[src/hw/rtl/tdbe_pkg.sv]
// Shared widths, reset values, register indexes and types for the tone detector.
`default_nettype none

package tdbe_pkg;

  localparam int SAMPLE_W = 8;
  localparam int FILT_W   = 16;
  localparam int LEVEL_W  = 7;
  localparam int COUNT_W  = 8;
  localparam int HOLD_W   = 7;
  localparam int DIV_W    = 8;
  localparam int CFG_W    = 8;
  localparam int CFG_IDX_W = 1;

  // Register indexes on the configuration port
  localparam logic [CFG_IDX_W-1:0] REG_HOLD_SAMPLES = 1'b0;
  localparam logic [CFG_IDX_W-1:0] REG_TICK_DIVIDER = 1'b1;

  localparam logic [HOLD_W-1:0]  HOLD_RESET  = 7'd8;
  localparam logic [DIV_W-1:0]   DIV_RESET   = 8'd8;
  localparam logic [COUNT_W-1:0] COUNT_RESET = 8'd8;

  // Offset-binary to two's complement
  localparam logic [SAMPLE_W-1:0] SIGN_FLIP = 8'h80;

  typedef struct packed {
    logic [HOLD_W-1:0] hold_samples;
    logic [DIV_W-1:0]  tick_divider;
  } cfg_t;

endpackage

`default_nettype wire

[src/hw/rtl/tdbe_resonator.sv]
// Two-pole shift-and-add resonator with its two delay registers.
`default_nettype none

module tdbe_resonator (
  input  logic                             clk,
  input  logic                             rst,
  input  logic                             advance,
  input  logic [tdbe_pkg::SAMPLE_W-1:0]    sample,
  output logic signed [tdbe_pkg::FILT_W-1:0] filtered
);
  import tdbe_pkg::*;

  logic signed [FILT_W-1:0] delay_c, delay_e;
  logic signed [FILT_W-1:0] delay_c_next, delay_e_next;
  logic [SAMPLE_W-1:0]      s;
  logic signed [FILT_W-1:0] x, b, y, t1, t2, t3;

  always_comb begin
    s  = sample ^ SIGN_FLIP;
    // signed, halved, placed in the high byte
    x  = {s[SAMPLE_W-1], s[SAMPLE_W-1:1], {(FILT_W-SAMPLE_W){1'b0}}};
    b  = (x - delay_e) >>> 4;
    y  = b + delay_e;
    // y * 45/32 as a shift-add chain, truncating at each shift
    t1 = (y >>> 2) + y;
    t2 = (t1 >>> 1) + y;
    t3 = t2 >>> 2;
    delay_e_next = (y + t3) - delay_c;
    delay_c_next = y + b;
  end

  assign filtered = y;

  always_ff @(posedge clk) begin
    if (rst) begin
      delay_c <= '0;
      delay_e <= '0;
    end else if (advance) begin
      delay_c <= delay_c_next;
      delay_e <= delay_e_next;
    end
  end

endmodule

`default_nettype wire

[src/hw/rtl/tdbe_decide.sv]
// Peak-hold envelope, decision tick counter and hysteresis tone flag.
`default_nettype none

module tdbe_decide (
  input  logic                               clk,
  input  logic                               rst,
  input  logic                               advance,
  input  tdbe_pkg::cfg_t                     cfg,
  input  logic signed [tdbe_pkg::FILT_W-1:0] filtered,
  output logic [tdbe_pkg::LEVEL_W-1:0]       envelope,
  output logic                               tick,
  output logic                               tone_present
);
  import tdbe_pkg::*;

  logic [LEVEL_W-1:0] peak_level, peak_level_next;
  logic [COUNT_W-1:0] hold_count, hold_count_next;
  logic [COUNT_W-1:0] tick_count, tick_count_next;
  logic [LEVEL_W-1:0] threshold, threshold_next;
  logic               tone_flag, tone_flag_next;
  logic [LEVEL_W-1:0] top;
  logic [LEVEL_W-1:0] half;

  always_comb begin
    top  = filtered[FILT_W-2:FILT_W-1-LEVEL_W];
    half = threshold >> 1;

    hold_count_next = hold_count - 1'b1;
    peak_level_next = (hold_count_next == '0) ? '0 : peak_level;
    if (!filtered[FILT_W-1] && (peak_level_next <= top)) begin
      peak_level_next = top;
      hold_count_next = {1'b0, cfg.hold_samples};
    end

    tick_count_next = tick_count - 1'b1;
    tick            = 1'b0;
    threshold_next  = threshold;
    tone_flag_next  = tone_flag;
    if (tick_count_next == '0) begin
      tick_count_next = cfg.tick_divider;
      tick            = 1'b1;
      if (threshold < (peak_level_next >> 1)) begin
        tone_flag_next = 1'b1;
        threshold_next = peak_level_next;
      end else if (half >= peak_level_next) begin
        tone_flag_next = 1'b0;
        threshold_next = half + 1'b1;
      end
    end

    envelope     = peak_level_next;
    tone_present = tone_flag_next;
  end

  always_ff @(posedge clk) begin
    if (rst) begin
      peak_level <= '0;
      hold_count <= COUNT_RESET;
      tick_count <= COUNT_RESET;
      threshold  <= '0;
      tone_flag  <= 1'b0;
    end else if (advance) begin
      peak_level <= peak_level_next;
      hold_count <= hold_count_next;
      tick_count <= tick_count_next;
      threshold  <= threshold_next;
      tone_flag  <= tone_flag_next;
    end
  end

endmodule

`default_nettype wire

[src/hw/rtl/tone_detector_bandpass_envelope_unit.sv]
// Top level: input register, resonator, envelope/decision and result register.
//
//   channel | direction | handshake           | payload
//   --------+-----------+---------------------+--------------------------------------
//   in      | to block  | in_valid / in_stall | sample
//   out     | from block| out_valid/out_stall | filtered, envelope, tick, tone_present
//   cfg     | to block  | cfg_we              | cfg_index, cfg_data
//
// One sample per clock sustained while out_stall is low. Filter and decision state
// advance in the cycle a beat moves from the input register to the result register.
// Synchronous reset clears both registers' valid flags and the filter/decision
// state, reloading the hold and tick counters with COUNT_RESET. A stalled result
// keeps its beat; the input register holds one more beat before in_stall rises.
`default_nettype none

module tone_detector_bandpass_envelope_unit (
  input  logic                               clk,
  input  logic                               rst,
  input  logic                               in_valid,
  output logic                               in_stall,
  input  logic [tdbe_pkg::SAMPLE_W-1:0]      sample,
  output logic                               out_valid,
  input  logic                               out_stall,
  output logic signed [tdbe_pkg::FILT_W-1:0] filtered,
  output logic [tdbe_pkg::LEVEL_W-1:0]       envelope,
  output logic                               tick,
  output logic                               tone_present,
  input  logic                               cfg_we,
  input  logic [tdbe_pkg::CFG_IDX_W-1:0]     cfg_index,
  input  logic [tdbe_pkg::CFG_W-1:0]         cfg_data
);
  import tdbe_pkg::*;

  cfg_t                     cfg;
  logic                     in_full;
  logic [SAMPLE_W-1:0]      in_sample;
  logic                     advance;
  logic signed [FILT_W-1:0] filt_c;
  logic [LEVEL_W-1:0]       env_c;
  logic                     tick_c;
  logic                     tone_c;

  always_ff @(posedge clk) begin
    if (rst) begin
      cfg.hold_samples <= HOLD_RESET;
      cfg.tick_divider <= DIV_RESET;
    end else if (cfg_we) begin
      unique case (cfg_index)
        REG_HOLD_SAMPLES: cfg.hold_samples <= cfg_data[HOLD_W-1:0];
        REG_TICK_DIVIDER: cfg.tick_divider <= cfg_data[DIV_W-1:0];
        default: ;
      endcase
    end
  end

  assign advance  = in_full && (!out_valid || !out_stall);
  assign in_stall = in_full && !advance;

  always_ff @(posedge clk) begin
    if (rst) begin
      in_full <= 1'b0;
    end else if (!in_stall) begin
      in_full <= in_valid;
    end
  end

  always_ff @(posedge clk) begin
    if (in_valid && !in_stall) begin
      in_sample <= sample;
    end
  end

  tdbe_resonator u_resonator (
    .clk      (clk),
    .rst      (rst),
    .advance  (advance),
    .sample   (in_sample),
    .filtered (filt_c)
  );

  tdbe_decide u_decide (
    .clk          (clk),
    .rst          (rst),
    .advance      (advance),
    .cfg          (cfg),
    .filtered     (filt_c),
    .envelope     (env_c),
    .tick         (tick_c),
    .tone_present (tone_c)
  );

  always_ff @(posedge clk) begin
    if (rst) begin
      out_valid <= 1'b0;
    end else if (advance) begin
      out_valid <= 1'b1;
    end else if (!out_stall) begin
      out_valid <= 1'b0;
    end
  end

  always_ff @(posedge clk) begin
    if (advance) begin
      filtered     <= filt_c;
      envelope     <= env_c;
      tick         <= tick_c;
      tone_present <= tone_c;
    end
  end

endmodule

`default_nettype wire
[config.mk]
export PLATFORM = sky130hd
export DESIGN_NAME = tone_detector_bandpass_envelope_unit
export DESIGN_NICKNAME = d
export VERILOG_FILES = /design/src/hw/rtl/tdbe_pkg.sv /design/src/hw/rtl/tdbe_resonator.sv /design/src/hw/rtl/tdbe_decide.sv /design/src/hw/rtl/tone_detector_bandpass_envelope_unit.sv
export SDC_FILE = /design/constraint.sdc
export NUM_CORES = 1
export LEC_CHECK = 0
export BUFFER_PORTS_ARGS = -buffer_cell sky130_fd_sc_hd__buf_2
export CAP_MARGIN = 20
export CORE_MARGIN = 2
export CORE_UTILIZATION = 57
export DETAILED_ROUTE_END_ITERATION = 8
export PLACE_DENSITY = 0.74
export SETUP_SLACK_MARGIN = 0.5
export SLEW_MARGIN = 20
export SYNTH_ARGS = -nofsm -noshare
export SYNTH_HDL_FRONTEND = slang
export SYNTH_SLANG_ARGS = --single-unit
[constraint.sdc]
create_clock -name clk -period 8.1 [get_ports clk]
set_input_delay 0.405 -clock clk [delete_from_list [all_inputs] [get_ports clk]]
set_output_delay 0.405 -clock clk [all_outputs]
set_load 0.03 [all_outputs]
==> impl_results.md, run 1 <==
* Run status: complete, no violations
* Top achievable clock speed at between 0.1 and 0.15 GHz
* Critical-path maximum fanout at 4
* Global-route wire length before repair at between 30,000 and 40,000 um
* Count of input and output buffers at 47
* Clk pin slew, worst setup/hold paths at 90 ps
* Chip Width at 130 um
* Top-level port count at roughly 50
* TritonCTS clock tree: yes
* Slew at the pin closest to its max-slew limit at ~900 ps
* Unique masters post-synth at 78
* Max stage delay on crit path at around 600 ps
* Core box area at roughly 16,000 um2
* HPWL reported at the end of detailed placement at 15,900 um
* Met2 Track Usage GR at about 44%
* Class of the tightest hold or removal check: in -> reg
* Count of warnings emitted by yosys at 0
* Total routing resource utilization after global routing at 26.6%
* Cell row count at 46
* Cell at the slowest stage of the critical path: fa_1
* Max Cap Violations at 0
* Period utilisation layout at a little over nine tenths
* Synth Instances at 1,087
* Post-route clock skew at ~10 ps
* First-pass detailed-route iteration total at 5
* Critical path capture point type: flip-flop
* Detail-routed net length per standard cell at 16.2 um
* Post-route antenna net violation count at 0
* Worst Setup Start Kind: flip-flop
* Critical Path AT at between 8000 and 9000 ps
* Clk root buf: clkbuf_16
* Number of antenna violations at the first check in global routing at 0
* Layout-stage area growth over the synthesis result at 23.4%
* Fin crit period at 7890 ps
* Portion of the post-synthesis area used by sequential elements at ~28%
* Number of enable flip-flop cells after synthesis at 32
* NumNets Final at between 1,000 and 1,500
* Max Root-Sink Buffers at 2
* Req. time, crit path at around 8400 ps
* Total of flip-flops plus latches after synthesis at ~110
* Fraction of registers with async set or reset after synthesis at 0%
* Synthesized netlist net count at about 1,200
* Antenna diodes at 0
* Largest net degree at the start of global routing at 85
* Crit path buffers/inverters at 2
* Clk sink count at roughly 110
* Hold slack final at around 210 ps
* Drt total wl at roughly 23,000 um
* Max-slew violations at 0
* Initial Utilization at 57.7%
* Placer congestion estimate at between 0.9 and 1
* Cell type with the highest occurrence count on the critical path: o21a_1
* Number of failing hold endpoints at the final stage at 0
* Initial drt markers at approximately 560
* Area enclosed by the die boundary at approximately 17,000 um2
* Cell Area, Synth at slightly above 9000 um2
* Detail-routed via count per cell at 5.72
* Global-route track usage on met1 at 36.5%
* Global-route layer with the greatest usage: met2
* Later-pin clock latency in the skew report at 370 ps
* Critical path class: reg -> reg
* Number of global-route vias before repair at 7,396
* RSZ-0062 raised after global routing: yes
* Max-slew headroom at ~39%
* Final setup violation count at 0
* Height of the chip at about 130 um
* Share of final-layout standard cells stronger than drive strength 1 at between 20% and 30%
* Remaining global-route overflow at 0
* Vias at 8,178
* Syn_area_per_cell at between 8 and 9 um2
* Global-route met3 utilization at ~2.7%
* Critical path's top delay family: compound AO/OA/AOI/OAI gates
* # fillers at about 1,200
* Residual DRC at 0
* H-tree levels at 3
* Number of buffers created by CTS at 9
* Predominant post-synthesis flop cell: dfxtp_1
-- per-stage QoR --
step,util (%),area [um2],worst slack [ps],TNS (ps),cells
finish,71.2,11200,211,0,1429
global placement,63.2,9970,-22.1,-22.1,1369
CTS,67.4,10600,285,0,1410
floorplan,-,9230,329,0,1087
detailed placement,63.2,9970,-206,-206,1369
global route,71.2,11200,-150,-150,1429
-- worst reg2reg max path: cells and delay by family (launching register included) --
kind / cells / cell delay [ps]
fa+ha+maj: 6 / 1880
simple gates: 8 / 1130
xor+xnor: 2 / 240
mux: 1 / 260
buf+inv: 2 / 260
flops: 1 / 420
compound gates: 19 / 3590
-- what timing repair did --
action / 4_1_cts / 5_1_grt
resized for setup: 44 / 96
setup buffers: 25 / 19
hold buffers: 0 / 0
pin swaps: 28 / 33
endpoints found under the hold margin: 0 / 0
endpoints found under the setup margin: 10 / 15
-- worst paths after layout --
| check | startpoint | end | slack [ps] | cells after the start |
|---|---|---|---|---|
| max | in_sample[1]$_DFFE_PP_ | u_resonator.delay_e[15]$_SDFFE_PP0P_ | 210 | 38 |
| min | sample[5] | in_sample[5]$_DFFE_PP_ | 210 | 1 |
| min reg2reg | u_resonator.delay_c[8]$_SDFFE_PP0P_ | u_resonator.delay_c[8]$_SDFFE_PP0P_ | 460 | 2 |
| max reg2reg | in_sample[1]$_DFFE_PP_ | u_resonator.delay_e[15]$_SDFFE_PP0P_ | 210 | 38 |
-- state kept, by name, indices dropped and copies added, names as in the netlist, 7 cells and up --
signal,cells
cfg,15
envelope,7
filtered,16
in_sample,7
u_decide.hold_count,8
u_decide.peak_level,7
u_decide.threshold,7
u_decide.tick_count,8
u_resonator.delay_c,16
u_resonator.delay_e,16
-- synthesized netlist by cell type, types with 4 or more instances --
library cell | n | area [um2]
or2_2 | 8 | 50.1
o31ai_1 | 6 | 45.0
nand3b_1 | 6 | 45.0
fa_1 | 15 | 300
xor2_1 | 18 | 158
dfxtp_1 | 80 | 1600
o31a_1 | 5 | 43.8
a31oi_1 | 12 | 75.1
o21a_1 | 18 | 135
o21ai_0 | 47 | 235
nand2b_1 | 7 | 43.8
clkbuf_1 | 22 | 82.6
ha_1 | 104 | 1300
mux2i_1 | 8 | 80.1
nor2_1 | 90 | 338
a21o_1 | 22 | 165
buf_1 | 5 | 18.8
inv_1 | 83 | 312
a211o_1 | 4 | 35.0
o21ai_1 | 7 | 35.0
nand4_1 | 5 | 31.3
nand2_1 | 105 | 394
or3_1 | 8 | 50.1
xnor2_1 | 53 | 464
and3_1 | 11 | 68.8
nor3_1 | 37 | 185
nor2b_1 | 15 | 93.8
nand3_1 | 25 | 125
o21bai_1 | 14 | 105
nor3b_1 | 5 | 37.5
a21boi_0 | 9 | 67.6
a21oi_1 | 100 | 500
and2_1 | 14 | 87.6
a211oi_1 | 22 | 165
edfxtp_1 | 32 | 961
-- placed cells by master (no fill, tap or decap), types with 5 or more instances in the layout --
cell type	n
a211oi_1	21
a21o_1	22
a21oi_1	80
a21oi_2	19
a31oi_1	9
and2_1	13
and3_1	10
buf_2	47
buf_4	86
buf_6	8
clkbuf_16	9
dfxtp_1	76
edfxtp_1	32
fa_1	13
ha_1	90
ha_4	14
inv_1	78
mux2i_1	7
nand2_1	98
nand2_2	7
nand2b_1	6
nand3_1	23
nand3b_1	6
nand4_1	5
nor2_1	84
nor2_2	5
nor2b_1	14
nor3_1	35
o21a_1	17
o21ai_0	31
o21ai_1	12
o21ai_2	10
o21bai_1	14
o31a_1	5
or2_2	8
or3_1	8
xnor2_1	44
xnor2_2	11
xor2_1	18
-- cells by family (layout without fill, tap and decap cells) --
logic type,count (synthesis),count (layout),synth area share [%]
AOI/OAI and AO/OA,295,295,20.9
xor gates and xnor gates,74,74,7.43
adders and majority gates,122,122,17.9
buffers and inverters,117,243,5.08
DFF,112,112,28.1
muxes,13,13,1.55
and+or+nand+nor,354,354,18.9
-- cell type report --
type	count	area (um2)	share of cell area, %
well taps	216	270	2.41
inverters	84	322	2.86
repair buffers	143	1000	8.91
flip-flops and latches	112	2570	22.9
clock buffers	9	225	2.00
multi-input cells	858	6770	60.2
clock inverters	7	83.8	0.746
-- layer usage --
metal  wire, um  vias up  share of wire, %
met1      10600     3809                46
met3        884       47               3.8
met2      11000      204                47
met4        655        0               2.8
li1           -     4118                 -
met5          0        -                 0
Power of run 1 is left out: the tool's default activity adds up to more than one toggle a clock period on the data nets, which glitch-free logic cannot reach.
==> run 2: changes to the inputs <==
--- a/config.mk
+++ b/config.mk
@@ -7,10 +7,10 @@
 export LEC_CHECK = 0
 export BUFFER_PORTS_ARGS = -buffer_cell sky130_fd_sc_hd__buf_2
 export CAP_MARGIN = 20
-export CORE_MARGIN = 2
+export CORE_MARGIN = 4
 export CORE_UTILIZATION = 57
 export DETAILED_ROUTE_END_ITERATION = 8
-export PLACE_DENSITY = 0.74
+export PLACE_DENSITY_LB_ADDON = 0.25
 export SETUP_SLACK_MARGIN = 0.5
 export SLEW_MARGIN = 20
 export SYNTH_ARGS = -nofsm -noshare
==> impl_results.md, run 2 (same netlist as run 1, synthesis figures left out) <==
* Cell row count at between 40 and 50
* Run status: complete, no violations
* Residual DRC at 0
* Top Registers: filtered x16, u_resonator.delay_c x16, u_resonator.delay_e x16
* Layout-stage area growth over the synthesis result at 23.0%
* Most common library cell in the layout ignoring fill and taps: nand2_1
* Detail-routed via count per cell at 5.84
* Post-route antenna net violation count at 0
* Count of input and output buffers at 47
* Critical Path AT at 8320 ps
* Class of the tightest hold or removal check: in -> reg
* Slew at the pin closest to its max-slew limit at 1030 ps
* Hold slack final at 206 ps
* Later-pin clock latency in the skew report at ~370 ps
* Remaining global-route overflow at 0
* Max stage delay on crit path at 600 ps
* Depth of the worst register-to-register path at 37
* RSZ-0062 raised after global routing: yes
* Critical path's top delay family: compound AO/OA/AOI/OAI gates
* Cell at the slowest stage of the critical path: fa_1
* Critical path class: reg -> reg
* # fillers at 1,124
* HPWL reported at the end of detailed placement at ~16,000 um
* H-tree levels at 3
* NumNets Final at between 1,000 and 1,500
* Antenna diodes at 0
* Reg-to-reg startpoint: in_sample[1]$_DFFE_PP_
* Crit path buffers/inverters at 2
* Reg-to-reg critical path endpoint: u_resonator.delay_e[15]$_SDFFE_PP0P_
* Number of buffers created by CTS at 9
* Register-to-register path setup slack at about 57 ps
* Share of final-layout standard cells stronger than drive strength 1 at approximately 24%
* Initial Utilization at between 50% and 60%
* Cell depth of the worst min-delay path at 1
* Critical path capture point type: flip-flop
* Max-slew headroom at 31.2%
* Initial drt markers at 559
* Worst Setup Start Kind: flip-flop
* Clk root buf: clkbuf_16
* Max Root-Sink Buffers at 2
* Number of failing hold endpoints at the final stage at 0
* Req. time, crit path at around 8400 ps
* Hold Path End: in_sample[4]$_DFFE_PP_
* Global-route wire length before repair at ~38,000 um
* Top achievable clock speed at ~0.12 GHz
* Critical-path maximum fanout at 4
* TritonCTS clock tree: yes
* Multi-input gate area at roughly 6700 um2
* Top-level port count at 49
* Largest net degree at the start of global routing at 90
* Max Cap Violations at 0
* Total routing resource utilization after global routing at about a quarter
* Number of antenna violations at the first check in global routing at 0
* Number of global-route vias before repair at between 7,000 and 8,000
* Placer congestion estimate at roughly 0.87
* Most frequent cells in the layout: nand2_1, buf_4, ha_1, a21oi_1, nor2_1
* Period utilisation layout at 99.3%
* Chip Width at about 130 um
* Vias at between 8,000 and 9,000
* Core box area at between 15,000 and 20,000 um2
* Detail-routed net length per standard cell at around 17 um
* Source of the worst hold timing path: sample[4]
* Clk pin slew, worst setup/hold paths at roughly 80 ps
* Height of the chip at around 130 um
* Cts-stage hold buffer count at 0
* Post-route clock skew at around 12 ps
* First-pass detailed-route iteration total at 5
* Drt total wl at roughly 24,000 um
* Max-slew violations at 0
* Fin crit period at 8040 ps
* Area enclosed by the die boundary at 18,100 um2
* Seq. cell area at between 2000 and 3000 um2
* Final setup violation count at 0
* Cell type with the highest occurrence count on the critical path: o21a_1
* Clk sink count at between 100 and 150
-- run 2: per-stage QoR --
step	instance area [um2]	cells	setup TNS [ps]	utilization, %	worst slack [ps]
6_report	11200	1428	0	72.6	56.6
5_1_grt	11200	1428	-441	72.6	-346
3_5_place_dp	9990	1368	-187	64.8	-187
3_3_place_gp	9990	1368	0	64.8	1.70
2_1_floorplan	9230	1087	0	-	329
4_1_cts	10700	1410	0	69.3	235
-- run 2: cell type report --
type,count,share of cell area (%)
Clock buffer,11,2.36
Clock inverter,5,0.380
Inverter,84,2.84
Multi-Input combinational cell,858,60.2
Sequential cell,112,22.9
Tap cell,211,2.36
Timing Repair Buffer,147,8.97
-- run 2: what timing repair did --
| action | CTS | global route |
|---|---|---|
| resized for setup | 51 | 79 |
| pin swaps | 32 | 43 |
| endpoints found under the setup margin | 10 | 15 |
| buffers inserted | 26 | 18 |
-- run 2: how the worst max path moves through the flow --
stage	to	cells past startpoint	startpoint
floorplan	u_resonator.delay_e[15]$_SDFFE_PP0P_	43	u_resonator.delay_e[8]$_SDFFE_PP0P_
global placement	u_resonator.delay_e[15]$_SDFFE_PP0P_	38	in_sample[1]$_DFFE_PP_
detailed placement	u_resonator.delay_e[15]$_SDFFE_PP0P_	35	in_sample[1]$_DFFE_PP_
CTS	u_resonator.delay_e[15]$_SDFFE_PP0P_	37	in_sample[1]$_DFFE_PP_
global route	u_resonator.delay_e[15]$_SDFFE_PP0P_	42	u_resonator.delay_e[8]$_SDFFE_PP0P_
finish	u_resonator.delay_e[15]$_SDFFE_PP0P_	37	in_sample[1]$_DFFE_PP_
-- run 2: metal layers --
metal	share of wire [%]	track usage (%)	vias to the layer above	wire length, um
met5	0	0	-	0
met4	3.4	9.84	0	819
met3	4.5	2.55	69	1080
met2	48	43.4	246	11600
met1	44	34.4	3906	10600
li1	-	-	4125	-
-- run 2: worst reg2reg max path, delay by kind of cell (launching register included) --
kind	cells	cell delay, ps
AOI/OAI and AO/OA	15	3460
adders and majority gates	6	1860
and+or+nand+nor	10	1380
DFF	1	440
xor gates and xnor gates	3	390
muxes	1	260
buffers and inverters	2	150
Power of run 2 is left out for the same reason.
==> run 3: changes to the inputs <==
--- a/config.mk
+++ b/config.mk
@@ -8,7 +8,8 @@
 export BUFFER_PORTS_ARGS = -buffer_cell sky130_fd_sc_hd__buf_2
 export CAP_MARGIN = 20
 export CORE_MARGIN = 4
-export CORE_UTILIZATION = 57
+export CORE_UTILIZATION = 63
+export CTS_CLUSTER_SIZE = 40
 export DETAILED_ROUTE_END_ITERATION = 8
 export PLACE_DENSITY_LB_ADDON = 0.25
 export SETUP_SLACK_MARGIN = 0.5
==> constraint.sdc (replaced) <==
create_clock -name clk -period 8.81 [get_ports clk]
set_input_delay 0.4405 -clock clk [delete_from_list [all_inputs] [get_ports clk]]
set_output_delay 0.4405 -clock clk [all_outputs]
set_load 0.03 [all_outputs]
==> impl_results.md, run 3 (same netlist as run 1, synthesis figures left out) <==
* Cell at the slowest stage of the critical path: fa_1
* Max-slew violations at 0
* Critical-path maximum fanout at 6
* Period utilisation layout at 93.5%
* Total routing resource utilization after global routing at between 20% and 30%
* First-pass detailed-route iteration total at 5
* Met2 Track Usage GR at between 40% and 50%
* Number of buffers created by CTS at 9
* TritonCTS clock tree: yes
* Post-Route Setup TNS at 0 ps
* Final setup violation count at 0
* Detail-routed via count per cell at 6.10
* Count of input and output buffers at 47
* Cell row count at 43
* Top achievable clock speed at between 0.1 and 0.15 GHz
* Most frequent cells in the layout: nand2_1, ha_1, a21oi_1, nor2_1, inv_1
* Clk sink count at roughly 110
* Detail-routed net length per standard cell at ~18 um
* Post-route clock skew at between 10 and 15 ps
* Max Root-Sink Buffers at 2
* Residual DRC at 0
* Core Util, Final at around three quarters
* Number of failing hold endpoints at the final stage at 0
* Max-slew headroom at between 10% and 20%
* Max Cap Violations at 0
* Top Registers: filtered x16, u_resonator.delay_c x16, u_resonator.delay_e x16
* NumNets Final at 1,306
* Clk pin slew, worst setup/hold paths at 90 ps
* Number of global-route vias before repair at about 7,600
* Fin crit period at ~8200 ps
* Critical Path AT at about 8500 ps
* Inst Count DP at 1,308
* Clk root buf: clkbuf_16
* Later-pin clock latency in the skew report at 380 ps
* Critical path capture point type: flip-flop
* Largest net degree at the start of global routing at 85
* Placer congestion estimate at roughly 0.92
* Max stage delay on crit path at about 590 ps
* HPWL reported at the end of detailed placement at ~16,000 um
* Post-route antenna net violation count at 0
* Share of final-layout standard cells stronger than drive strength 1 at around 20%
* Height of the chip at 128 um
* Run status: complete, no violations
* Layout-stage area growth over the synthesis result at 17.0%
* Initial Utilization at about 65%
* Area enclosed by the die boundary at approximately 16,000 um2
* Drt total wl at 23,800 um
* Global-route met3 utilization at 4.79%
* Antenna diodes at 0
* RSZ-0062 raised after global routing: yes
* Initial drt markers at ~750
* H-tree levels at 3
* Req. time, crit path at about 9100 ps
* Core box area at between 10,000 and 15,000 um2
* Chip Width at between 100 and 150 um
* Slew at the pin closest to its max-slew limit at about 1200 ps
* Cts-stage hold buffer count at 0
* Number of antenna violations at the first check in global routing at 0
* Cell type with the highest occurrence count on the critical path: ha_4
* Class of the tightest hold or removal check: in -> reg
* Top-level port count at just under 50
* Count of non-filler cells in the finished layout at ~1,400
* Worst Setup Start Kind: flip-flop
* Global-route wire length before repair at 36,700 um
* Critical path class: reg -> reg
* Global-route layer with the greatest usage: met2
* Remaining global-route overflow at 0
* Vias at just over 8,000
* Most common library cell in the layout ignoring fill and taps: nand2_1
* Global-route track usage on met1 at a little under two fifths
## run 3: per-layer routing
metal  routed length [um]  vias to the layer above
met2                11200                      321
li1                     -                     4009
met5                    0                        -
met1                10400                     3843
met4                  693                        0
met3                 1520                       60
## run 3: through the flow
stage	setup WS, ps	instance area, um2	hold slack, ps
after floorplan	630	9110	432
after global routing	261	10700	222
after global placement	171	9630	439
after detailed placement	39.8	9630	447
final	574	10700	234
after CTS	507	10100	230
## run 3: area by class of cell
cell class                 count  area (um2)
clock buffer                   9         225
tap                          180         225
multi-input combinational    858        6590
sequential                   112        2570
inverter                      84         318
clock inverter                 7        91.3
timing repair buffer         100         638
fill                         978        3390
## run 3: worst paths after layout
check	startpoint	end	slack, ps	cells after the start
worst min-delay path	sample[5]	in_sample[5]$_DFFE_PP_	230	1
worst max register to register	in_sample[1]$_DFFE_PP_	u_resonator.delay_e[15]$_SDFFE_PP0P_	570	41
worst max-delay path	in_sample[1]$_DFFE_PP_	u_resonator.delay_e[15]$_SDFFE_PP0P_	570	41
worst min register to register	u_resonator.delay_c[6]$_SDFFE_PP0P_	u_resonator.delay_c[6]$_SDFFE_PP0P_	460	2
## run 3: critical path: cells and delay by family, from the launching register on
kind	cells	cell delay [ps]
AO/OA/AOI/OAI	18	3350
XOR/XNOR	3	670
flip-flops	1	430
adder cells (fa/ha/maj)	6	1890
buffers and inverters	4	320
multiplexers	2	500
AND/OR/NAND/NOR	8	990
## run 3: what timing repair did
| action | CTS | global route |
|---|---|---|
| buffers inserted | 2 | 24 |
| pin swaps | 3 | 41 |
| endpoints found under the setup margin | 4 | 13 |
| gates resized for setup | 24 | 94 |
Power of run 3 is left out for the same reason.
